<file path="src/rtl/core/c8fc_pkg.sv">
`default_nettype none
// ----------------------------------------------------------------------------
// c8fc_pkg
// Shared constants, types and the CRC-8 byte step for the frame checker.
// ----------------------------------------------------------------------------
package c8fc_pkg;

    localparam logic [7:0] CRC_POLY  = 8'h07;
    localparam logic [7:0] FRAME_END = 8'h0A;

    localparam int unsigned MAX_FRAME = 128;
    localparam int unsigned LIM_W     = $clog2(MAX_FRAME + 1);

    localparam logic [7:0] LIMIT_RST = 8'd128;
    localparam logic [7:0] ACK_RST   = 8'd6;
    localparam logic [7:0] NAK_RST   = 8'd21;

    localparam logic [1:0] REG_LIMIT = 2'd0;
    localparam logic [1:0] REG_ACK   = 2'd1;
    localparam logic [1:0] REG_NAK   = 2'd2;

    localparam logic [1:0] BEAT_CODE = 2'd0;
    localparam logic [1:0] BEAT_CRC  = 2'd1;
    localparam logic [1:0] BEAT_END  = 2'd2;

    typedef struct packed {
        logic       ok;
        logic [6:0] len;
    } frame_stat_t;

    function automatic logic [7:0] crc8_byte(input logic [7:0] crc, input logic [7:0] b);
        logic [7:0] c;
        c = crc ^ b;
        for (int i = 0; i < 8; i++) begin
            c = c[7] ? ({c[6:0], 1'b0} ^ CRC_POLY) : {c[6:0], 1'b0};
        end
        return c;
    endfunction

    localparam logic [7:0] ACK_CRC_RST = crc8_byte(8'h00, ACK_RST);
    localparam logic [7:0] NAK_CRC_RST = crc8_byte(8'h00, NAK_RST);

endpackage
`default_nettype wire

</file>
<file path="src/rtl/core/c8fc_frame_track.sv">
`default_nettype none
// ----------------------------------------------------------------------------
// c8fc_frame_track
// Running CRC, byte count and overflow state of the frame being received;
// gives the verdict and payload length for the frame ended by a terminator.
// ----------------------------------------------------------------------------
module c8fc_frame_track
    import c8fc_pkg::*;
(
    input  wire logic        aclk,
    input  wire logic        aresetn,
    input  wire logic        word_fire,
    input  wire logic [7:0]  word_byte,
    input  wire logic [7:0]  frame_limit,
    output frame_stat_t      stat
);

    logic [7:0]       crc_reg, crc_next;
    logic [7:0]       prior_reg, prior_next;
    logic [7:0]       newest_reg, newest_next;
    logic [7:0]       count_reg, count_next;
    logic             long_reg, long_next;
    logic [LIM_W-1:0] lim;
    logic [7:0]       count_inc;

    always_comb begin
        if ({{(LIM_W > 8 ? LIM_W - 8 : 1){1'b0}}, frame_limit} > (LIM_W + 1)'(MAX_FRAME)) begin
            lim = LIM_W'(MAX_FRAME);
        end else begin
            lim = LIM_W'(frame_limit);
        end
    end

    assign count_inc = (count_reg == 8'hFF) ? count_reg : count_reg + 8'd1;

    always_comb begin
        crc_next    = crc_reg;
        prior_next  = prior_reg;
        newest_next = newest_reg;
        count_next  = count_reg;
        long_next   = long_reg;
        if (word_fire) begin
            if (word_byte == FRAME_END) begin
                crc_next    = '0;
                prior_next  = '0;
                newest_next = '0;
                count_next  = '0;
                long_next   = 1'b0;
            end else begin
                prior_next  = crc_reg;
                crc_next    = crc8_byte(crc_reg, word_byte);
                newest_next = word_byte;
                count_next  = count_inc;
                long_next   = long_reg | ({1'b0, count_inc} >= {1'b0, 8'(lim)});
            end
        end
    end

    always_ff @(posedge aclk) begin
        if (!aresetn) begin
            crc_reg    <= '0;
            prior_reg  <= '0;
            newest_reg <= '0;
            count_reg  <= '0;
            long_reg   <= 1'b0;
        end else begin
            crc_reg    <= crc_next;
            prior_reg  <= prior_next;
            newest_reg <= newest_next;
            count_reg  <= count_next;
            long_reg   <= long_next;
        end
    end

    always_comb begin
        stat.ok  = !long_reg && ({1'b0, count_reg} < {1'b0, 8'(lim)})
                   && (count_reg != 8'd0) && (prior_reg == newest_reg);
        stat.len = stat.ok ? 7'(count_reg - 8'd1) : 7'd0;
    end

endmodule
`default_nettype wire

</file>
<file path="src/rtl/core/crc8_frame_checker_ack_nak_top.sv">
`default_nettype none
// ----------------------------------------------------------------------------
// crc8_frame_checker_ack_nak_top
// Checks CRC-8 framed receive bytes and replies with ACK or NAK.
//
// Input channel s_*: one received byte per word. A frame is payload bytes,
// a CRC-8 byte (poly 0x07, init 0) and the terminator 0x0A. Each byte is
// folded into the frame state in the cycle it is taken, one byte per cycle.
// Result channel m_*: three words per terminator - the ACK/NAK code, the
// CRC-8 of that code, then 0x0A with m_reply_last set. m_frame_ok and
// m_payload_len hold for all three words.
// Latency: the first reply word is valid the cycle after the terminator is
// taken; the reply then moves one word per cycle while m_ready is high.
// Throughput: one byte per cycle; a terminator is held off only while the
// previous reply still has words to send beyond the one leaving now, so a
// terminator every three bytes runs at full rate while m_ready stays high.
// A stalled receiver holds the reply; non-terminator bytes keep flowing.
// Reset (aresetn low, synchronous) clears the frame state, drops any reply
// and restores frame_limit 128, ack_code 6, nak_code 21.
// Registers over APB: 0x0 frame_limit, 0x4 ack_code, 0x8 nak_code.
// ----------------------------------------------------------------------------
module crc8_frame_checker_ack_nak_top
    import c8fc_pkg::*;
(
    input  wire logic        aclk,
    input  wire logic        aresetn,
    input  wire logic        s_valid,
    output logic             s_ready,
    input  wire logic [7:0]  s_rx_byte,
    output logic             m_valid,
    input  wire logic        m_ready,
    output logic [7:0]       m_tx_byte,
    output logic             m_reply_last,
    output logic             m_frame_ok,
    output logic [6:0]       m_payload_len,
    input  wire logic        psel,
    input  wire logic        penable,
    input  wire logic        pwrite,
    input  wire logic [3:0]  paddr,
    input  wire logic [31:0] pwdata,
    output logic [31:0]      prdata,
    output logic             pready
);

    logic [7:0]  limit_reg;
    logic [7:0]  ack_reg;
    logic [7:0]  nak_reg;
    logic [7:0]  ack_crc_reg;
    logic [7:0]  nak_crc_reg;
    logic        cfg_wr;

    logic        busy_reg, busy_next;
    logic [1:0]  beat_reg, beat_next;
    logic        ok_reg, ok_next;
    logic [6:0]  len_reg, len_next;
    logic [7:0]  code_reg, code_next;
    logic [7:0]  ccrc_reg, ccrc_next;

    logic        s_fire;
    logic        m_fire;
    logic        term_fire;
    frame_stat_t stat;

    assign pready = 1'b1;
    assign cfg_wr = psel && penable && pwrite && pready;

    always_ff @(posedge aclk) begin
        if (!aresetn) begin
            limit_reg   <= LIMIT_RST;
            ack_reg     <= ACK_RST;
            nak_reg     <= NAK_RST;
            ack_crc_reg <= ACK_CRC_RST;
            nak_crc_reg <= NAK_CRC_RST;
        end else if (cfg_wr) begin
            unique case (paddr[3:2])
                REG_LIMIT: begin
                    limit_reg <= pwdata[7:0];
                end
                REG_ACK: begin
                    ack_reg     <= pwdata[7:0];
                    ack_crc_reg <= crc8_byte(8'h00, pwdata[7:0]);
                end
                REG_NAK: begin
                    nak_reg     <= pwdata[7:0];
                    nak_crc_reg <= crc8_byte(8'h00, pwdata[7:0]);
                end
                default: begin
                end
            endcase
        end
    end

    always_comb begin
        unique case (paddr[3:2])
            REG_LIMIT: prdata = {24'd0, limit_reg};
            REG_ACK:   prdata = {24'd0, ack_reg};
            REG_NAK:   prdata = {24'd0, nak_reg};
            default:   prdata = 32'd0;
        endcase
    end

    assign m_valid   = busy_reg;
    assign m_fire    = m_valid && m_ready;
    assign s_ready   = !busy_reg || (s_rx_byte != FRAME_END)
                       || (m_ready && beat_reg == BEAT_END);
    assign s_fire    = s_valid && s_ready;
    assign term_fire = s_fire && (s_rx_byte == FRAME_END);

    c8fc_frame_track u_track (
        .aclk        (aclk),
        .aresetn     (aresetn),
        .word_fire   (s_fire),
        .word_byte   (s_rx_byte),
        .frame_limit (limit_reg),
        .stat        (stat)
    );

    always_comb begin
        busy_next = busy_reg;
        beat_next = beat_reg;
        ok_next   = ok_reg;
        len_next  = len_reg;
        code_next = code_reg;
        ccrc_next = ccrc_reg;
        if (m_fire) begin
            if (beat_reg == BEAT_END) begin
                busy_next = 1'b0;
            end else begin
                beat_next = beat_reg + 2'd1;
            end
        end
        if (term_fire) begin
            busy_next = 1'b1;
            beat_next = BEAT_CODE;
            ok_next   = stat.ok;
            len_next  = stat.len;
            code_next = stat.ok ? ack_reg : nak_reg;
            ccrc_next = stat.ok ? ack_crc_reg : nak_crc_reg;
        end
    end

    always_ff @(posedge aclk) begin
        if (!aresetn) begin
            busy_reg <= 1'b0;
            beat_reg <= BEAT_CODE;
        end else begin
            busy_reg <= busy_next;
            beat_reg <= beat_next;
        end
    end

    always_ff @(posedge aclk) begin
        ok_reg   <= ok_next;
        len_reg  <= len_next;
        code_reg <= code_next;
        ccrc_reg <= ccrc_next;
    end

    always_comb begin
        unique case (beat_reg)
            BEAT_CODE: m_tx_byte = code_reg;
            BEAT_CRC:  m_tx_byte = ccrc_reg;
            default:   m_tx_byte = FRAME_END;
        endcase
    end

    assign m_reply_last  = (beat_reg == BEAT_END);
    assign m_frame_ok    = ok_reg;
    assign m_payload_len = len_reg;

`ifndef SYNTH
    a_beat_range: assert property (@(posedge aclk) disable iff (!aresetn)
        busy_reg |-> (beat_reg == BEAT_CODE || beat_reg == BEAT_CRC || beat_reg == BEAT_END))
        else $error("reply beat out of range");

    a_last_is_end: assert property (@(posedge aclk) disable iff (!aresetn)
        (m_valid && m_reply_last) |-> (m_tx_byte == FRAME_END))
        else $error("last reply word is not the terminator");

    a_term_loads: assert property (@(posedge aclk) disable iff (!aresetn)
        term_fire |=> (m_valid && beat_reg == BEAT_CODE))
        else $error("terminator did not start a reply");

    a_nak_len: assert property (@(posedge aclk) disable iff (!aresetn)
        (m_valid && !m_frame_ok) |-> (m_payload_len == 7'd0))
        else $error("rejected frame reports a length");
`endif

endmodule
`default_nettype wire
</file>
<file path="config.mk">
export PLATFORM = sky130hd
export DESIGN_NAME = crc8_frame_checker_ack_nak_top
export DESIGN_NICKNAME = d
export VERILOG_FILES = /design/src/rtl/core/c8fc_pkg.sv /design/src/rtl/core/c8fc_frame_track.sv /design/src/rtl/core/crc8_frame_checker_ack_nak_top.sv
export SDC_FILE = /design/constraint.sdc
export NUM_CORES = 1
export LEC_CHECK = 0
export ABC_CLOCK_PERIOD_IN_PS = 3400
export BUFFER_PORTS_ARGS = -buffer_cell sky130_fd_sc_hd__clkbuf_2
export CORE_UTILIZATION = 40
export CTS_BUF_LIST = sky130_fd_sc_hd__clkbuf_16
export CTS_CLUSTER_DIAMETER = 150
export DETAILED_ROUTE_END_ITERATION = 7
export HOLD_SLACK_MARGIN = 0.05
export MAX_ROUTING_LAYER = met4
export PLACE_DENSITY = 0.68
export SETUP_SLACK_MARGIN = 0.1
export SLEW_MARGIN = 15
export SYNTH_ARGS = -nofsm -noshare
export SYNTH_HDL_FRONTEND = slang
export SYNTH_HIERARCHICAL = 1
export SYNTH_SLANG_ARGS = --single-unit
</file>
<file path="constraint.sdc">
create_clock -name aclk -period 3.4 [get_ports aclk]
set_clock_uncertainty 0.05 [all_clocks]
set_input_delay 0.34 -clock aclk [delete_from_list [all_inputs] [get_ports aclk]]
set_output_delay 0.34 -clock aclk [all_outputs]
set_load 0.02 [all_outputs]
</file>
==> summary.md, run 1 <==
| Metric | Value |
|---|---|
| Port buffer count | `51` |
| Asr flop ratio synth | `0` |
| Final Critical Period | `3195 ps` |
| H-tree depth | `3` |
| Die width | `120.9 µm` |
| Site Rows | `43` |
| Cell count after synthesis | `610` |
| Core box area | `13830 µm²` |
| WL/cell | `15.96 µm` |
| Top-count cell post-synth | `dfxtp_1` |
| Slew Limit Headroom | `0.5046` |
| Skew-Pair Late Insertion Delay | `350 ps` |
| GRT Overall Usage | `0.1882` |
| DRT iter0 DRCs | `372` |
| Top post-synthesis cells by count | `76 x dfxtp_1, 67 x nand3_1, 44 x nand2_1` |
| CTS resizes | `0` |
| Worst-Margin Slew | `742.3 ps` |
| CTS tree | `built` |
| Post-Syn Area | `5650 µm²` |
| Synthesized area per cell | `9.263 µm²` |
| Final Hold Vio Count | `0` |
| Post-synthesis sequential area ratio | `0.3968` |
| Lkg Pwr | `2.487 nW` |
| Critical Path, Cell by Cell | `inv_1 -> ha_1 -> a2111oi_0 -> nand2_1 -> or3_1 -> inv_2 -> mux2_2` |
| Drt drc | `0` |
| Tightest Hold Check Type | `primary input to flip-flop` |
| Post-CTS Setup Inserts | `0` |
| Flops & latches, synth | `100` |
| Required @ worst endpoint | `3450 ps` |
| Worst-path maximum fanout | `17` |
| Family with the most delay on the worst path | `simple AND/OR/NAND/NOR gates` |
| CP max stage delay | `540 ps` |
| Max-slew violation count | `0` |
| Leading area contributor after synthesis | `dfxtp_1` |
| Boundary Pins | `103` |
| Outcome | `finished clean` |
| Bufs and invs on worst path | `2` |
| Sum of negative setup slack | `0 ps` |
| Clk buf depth | `2` |
| Number of synthesized flops with an enable pin | `24` |
| Final ANT Viol Nets | `0` |
| DR vias | `4445` |
| Die Span Y | `120.9 µm` |
| First-pass GRT wire length | `20900 µm` |
| CP max-delay cell | `a2111oi_0` |
| Pwr dens | `513.7 nW/µm²` |
| Synth area leaders | `dfxtp_1 27%, edfxtp_1 13%, nand3_1 5.9%` |
| Dpl hpwl | `8867 µm` |
| Crit path kind | `flip-flop to flip-flop` |
| CTS hold repair buffers | `0` |
| Largest net degree at the start of global routing | `47` |
| Synth Warn # | `6` |
| Final setup violation count | `0` |
| Part of the cycle the worst path needs | `0.9397` |
| Grt ovf | `0` |
| Via density | `5.427` |
| Ratio of cells with drive above 1 in the final layout | `0.1630` |
| Hold slack | `219.8 ps` |
| Die area | `14610 µm²` |
| Worst Setup Start Kind | `flip-flop` |
| Synth Flop Type | `dfxtp_1` |
| Post-synth top area share | `0.2693` |
| Layout Nets | `705` |
| Cts bufs inserted | `9` |
| Fmax | `313.0 MHz` |
| FILL cells | `1322` |
| Antenna violations before repair | `1` |
| CP Capture Type | `flip-flop` |
| Vias in the first global route | `4106` |
| Area growth from synthesis to layout | `9.810%` |
| Routed WL | `13070 µm` |
| Drt first pass iters | `5` |
| Final core occ | `0.4487` |
| Clk slew on worst S/H paths | `80 ps` |
| Root Driver | `clkbuf_16` |
| Unique masters post-synth | `65` |
| Max_cap viols | `0` |
| RePlAce Congestion | `0.8719` |
| Arr. time, crit path | `3250 ps` |
| Unrepaired setup endpoints after global routing | `no` |
| Initial Util | `0.4087` |
| Total power | `3.187 mW` |
| Max VDD drop | `0.0003356 V` |
| Fin area | `6205 µm²` |
| TritonCTS Sinks | `100` |
| Placed cell area | `5899 µm²` |
[tightest hold or removal path: stages]
cell	delay, ps
clkbuf_2	100
nand3_1	60
a21oi_1	60
[where the power goes]
part / switching, mW / leakage [nW] / internal, mW / total [mW]
Combinational: 0.418 / 1.51 / 0.392 / 0.810
Clock: 0.504 / 0.144 / 0.521 / 1.03
Sequential: 0.0651 / 0.836 / 1.29 / 1.35
Total: 0.987 / 2.49 / 2.20 / 3.19
[final timing paths]
| path | start | end | slack, ps | cells after the start |
|---|---|---|---|---|
| max | limit_reg[7] | ccrc_reg[1] | 210 | 7 |
| min reg2reg | nak_crc_reg[7] | nak_crc_reg[7] | 430 | 2 |
| min | s_valid | m_valid | 220 | 3 |
| max reg2reg | limit_reg[7] | ccrc_reg[1] | 210 | 7 |
[layout by cell type, fill, tap and decap left out, types with 2 or more instances in the layout]
master and count:
mux2_2 16, xor2_1 17, o21ai_1 24, a311oi_1 3
xnor2_2 2, a31oi_1 4, inv_6 2, nor2_1 20
nor4b_1 2, dfxtp_1 76, o21a_1 3, clkbuf_2 51
a21boi_0 11, a21boi_1 4, nor4_1 3, and2_1 3
nand2b_1 2, ha_1 21, mux2i_1 15, buf_4 11
a22o_1 7, xnor2_1 18, inv_1 9, edfxtp_1 24
a22oi_1 6, nor2b_1 20, nor3_1 5, a21o_1 3
conb_1 25, nand2_1 44, o21ai_0 30, and3_1 3
a41oi_1 2, clkbuf_16 9, a211oi_1 2, xor3_1 5
clkinv_8 2, a21oi_1 38, nand3_1 67
[cells by family (layout without fill, tap and decap cells)]
logic type               after synthesis  in the layout  synth area share
XOR/XNOR                              46             46           0.09854
multiplexers                          31             31           0.05846
AO/OA/AOI/OAI                        145            145            0.1561
other                                  2             26          0.001329
AND/OR/NAND/NOR                      181            181            0.1612
adder cells (fa/ha/maj)               21             21           0.04650
flip-flops                           100            100            0.3968
buffers and inverters                 84             89           0.08105
[through the flow]
| step | std cells | setup slack (ps) |
|---|---|---|
| 5_1_grt | 819 | 101.1 |
| 2_1_floorplan | 633 | 471.6 |
| 3_3_place_gp | 802 | 413.6 |
| 6_report | 819 | 205.0 |
| 3_5_place_dp | 802 | 319.1 |
| 4_1_cts | 818 | 311.9 |
[final cells by class]
| type | instances | area [µm²] | share of cell area |
|---|---|---|---|
| multi-input cells | 449 | 3037 | 0.4894 |
| diodes | 1 | 2.502 | 0.0004033 |
| well taps | 180 | 225.2 | 0.03630 |
| inverters | 10 | 37.54 | 0.006050 |
| flip-flops and latches | 100 | 2242 | 0.3614 |
| repair buffers | 63 | 357.8 | 0.05767 |
| clock buffers | 9 | 225.2 | 0.03630 |
| clock inverters | 7 | 77.57 | 0.01250 |
[layer usage]
metal	GRT usage	up-vias	share of wire
li1	-	2171	-
met1	0.2381	2095	0.43
met2	0.2986	166	0.47
met3	0.03665	13	0.082
met4	0.06867	0	0.013
met5	-	-	0
Power figures use the tool's default switching activity.
==> run 2, diff against run 1 <==
- PLACE_DENSITY: 0.68 -> 0.57
==> run 2 against run 1 <==
Against the previous run:
- setup slack improved by 200 ps
- wire length increased by 5.0%
- via count decreased by 0.52%
- final cell count decreased by 0.24%
- register-to-register slack improved by 200 ps
- fmax increased by 6.6%
- count of clock-buffer cells in the layout unchanged
- non-clock buffer count decreased by 1
- sequential share of layout area increased by 0.32 points
- final area decreased by 0.87%
- sequential power about the same
==> summary.md, run 2 (same netlist as run 1, synthesis figures left out) <==
| Metric | Value |
|---|---|
| Max_cap viols | `0 (unchanged)` |
| Required @ worst endpoint | `3570 ps (+120 ps)` |
| Net Sw Power | `0.9525 mW (-3.5%)` |
| Lkg Pwr | `2.470 nW (-0.67%)` |
| DR vias | `4422 (-0.52%)` |
| Critical Path, Cell by Cell | `ha_1 -> and3_1 -> nand3_1 -> xnor2_1 -> ha_1 -> nand2b_1 -> a21o_1 -> a21o_1 -> a21oi_1 -> o21ai_0 -> a211oi_1 -> a211oi_1` |
| Post-Place Cells | `801 (-0.12%)` |
| CP Capture Type | `flip-flop` |
| Outcome | `finished clean` |
| Internal power | `2.174 mW (-1.2%)` |
| First-pass GRT wire length | `22150 µm (+6.0%)` |
| Pwr dens | `508.3 nW/µm² (-1.1%)` |
| WL/cell | `16.80 µm (+5.3%)` |
| Dpl hpwl | `9198 µm (+3.7%)` |
| Clock share of power | `0.304 (-0.018)` |
| Ratio of cells with drive above 1 in the final layout | `0.1601 (-0.002884)` |
| CTS hold repair buffers | `0 (unchanged)` |
| TritonCTS Sinks | `100 (unchanged)` |
| Largest net degree at the start of global routing | `47 (unchanged)` |
| CP max stage delay | `440 ps (-100 ps)` |
| Commonest non-fill, non-tap cell in the layout | `dfxtp_1` |
| Worst-Margin Slew | `795.7 ps (+53.37 ps)` |
| Routed WL | `13720 µm (+5.0%)` |
| Tightest Hold Check Type | `primary input to flip-flop` |
| Bufs and invs on worst path | `0 (-2)` |
| Clk buf depth | `2 (unchanged)` |
| Register Area | `2242 µm² (unchanged)` |
| Drt drc | `0 (unchanged)` |
| Initial Util | `0.4087 (unchanged)` |
| Final Critical Period | `2996 ps (-198.8 ps)` |
| Arr. time, crit path | `3170 ps (-80 ps)` |
| Worst-path maximum fanout | `6 (-11)` |
| Boundary Pins | `103 (unchanged)` |
| Max VDD drop | `0.0004493 V (+34%)` |
| Port buffer count | `51 (unchanged)` |
| Unrepaired setup endpoints after global routing | `no` |
| Final setup violation count | `0 (unchanged)` |
| Sum of negative setup slack | `0 ps (unchanged)` |
| Logic pwr share | `0.263 (+0.009)` |
| Drt first pass iters | `5 (unchanged)` |
| Family with the most delay on the worst path | `compound AO/OA/AOI/OAI gates` |
| RePlAce Congestion | `0.7979 (-8.5%)` |
| Vias in the first global route | `4215 (+2.7%)` |
| Core box area | `13830 µm² (unchanged)` |
| Fmax | `333.8 MHz (+6.6%)` |
| DRT iter0 DRCs | `362 (-2.7%)` |
| Die area | `14610 µm² (unchanged)` |
| Post-CTS Setup Inserts | `0 (unchanged)` |
| Die width | `120.9 µm (unchanged)` |
| GRT Overall Usage | `0.2041 (+0.01587)` |
| FILL cells | `1335 (+0.98%)` |
| Worst Setup Start Kind | `flip-flop` |
| Cts bufs inserted | `9 (unchanged)` |
| Area of the multi-input gates | `3038 µm² (about the same)` |
| Switching Share | `0.3047 (-0.005019)` |
| Max-slew violation count | `0 (unchanged)` |
| Slew Limit Headroom | `0.4690 (-0.03562)` |
| Via density | `5.412 (-0.27%)` |
| Ant. Diodes | `0 (-1)` |
| Area growth from synthesis to layout | `8.857%` |
| Site Rows | `43 (unchanged)` |
| Die Span Y | `120.9 µm (unchanged)` |
| Seq pwr share | `0.433 (+0.009)` |
| Part of the cycle the worst path needs | `0.8812 (-0.05848)` |
| CP max-delay cell | `dfxtp_1` |
| Fin cells | `817 (-0.24%)` |
| Antenna violations before repair | `0 (-1)` |
| Root Driver | `clkbuf_16` |
| H-tree depth | `3 (unchanged)` |
| Crit path kind | `flip-flop to flip-flop` |
| Layout Nets | `704 (-0.14%)` |
| Grt ovf | `0 (unchanged)` |
| CTS tree | `built` |
| Final Hold Vio Count | `0 (unchanged)` |
| Final ANT Viol Nets | `0 (unchanged)` |
| Clk slew on worst S/H paths | `70 ps (about the same)` |
| Commonest non-fill, non-tap cells in the layout | `76 x dfxtp_1, 67 x nand3_1, 51 x clkbuf_2, 44 x nand2_1, 38 x a21oi_1` |
| Skew-Pair Late Insertion Delay | `350 ps (about the same)` |
[run 2: timing repair]
| action | in CTS | in global routing |
|---|---|---|
| resized for setup | 0 | 2 |
| endpoints found under the setup margin | 0 | 16 |
| hold endpoints to repair | 0 | 0 |
[run 2: cell type report]
cell class / instances / area share
clock inverter: 7 / 0.007120
sequential: 100 / 0.3645
clock buffer: 9 / 0.03662
inverter: 10 / 0.006306
tap: 180 / 0.03662
multi-input combinational: 449 / 0.4939
timing repair buffer: 62 / 0.05492
[run 2: through the flow]
step / hold WS, ps / area, µm² / util / worst slack [ps] / total power, mW
6_report: 229.9 / 6151 / 0.4448 / 403.9 / 3.126
5_1_grt: 242.5 / 6151 / 0.4448 / 148.1 / 3.285
4_1_cts: 216.7 / 6148 / 0.4447 / 330.6 / 3.155
3_5_place_dp: 420.2 / 5879 / 0.4252 / 344.8 / 2.192
3_3_place_gp: 409.9 / 5879 / 0.4252 / 341.3 / 2.176
2_1_floorplan: 361.8 / 5737 / - / 471.6 / 2.069
[run 2: routing by layer]
layer	vias to the layer above	wire length [µm]	share of wire	global-route usage
li1	2149	-	-	-
met1	2079	6336	0.46	0.2757
met2	179	6082	0.44	0.3011
met3	15	1142	0.083	0.05639
met4	0	163	0.012	0.05015
met5	-	0	0	-
[run 2: power by group through the flow]
stage	clock network [mW]	registers (mW)	logic, mW
finish	0.952	1.35	0.821
global route	1.02	1.36	0.900
CTS	0.986	1.35	0.817
detailed placement	0	1.38	0.813
global placement	0	1.38	0.799
floorplan	0	1.37	0.702
[run 2: worst reg2reg max path, cell delays in order (launching register included)]
cell and delay [ps]:
dfxtp_1 440, ha_1 300, and3_1 270, nand3_1 230
xnor2_1 210, ha_1 280, nand2b_1 140, a21o_1 170
a21o_1 170, a21oi_1 160, o21ai_0 120, a211oi_1 260
a211oi_1 80
[run 2: path summary, 6_finish.rpt]
| path | depth (start not counted) | slack, ps | startpoint | end |
|---|---|---|---|---|
| min | 3 | 230 | s_valid | m_valid |
| min reg2reg | 2 | 440 | u_track/newest_reg[3] | u_track/newest_reg[3] |
| max reg2reg | 12 | 400 | u_track/count_reg[1] | u_track/long_reg |
| max | 12 | 400 | u_track/count_reg[1] | u_track/long_reg |
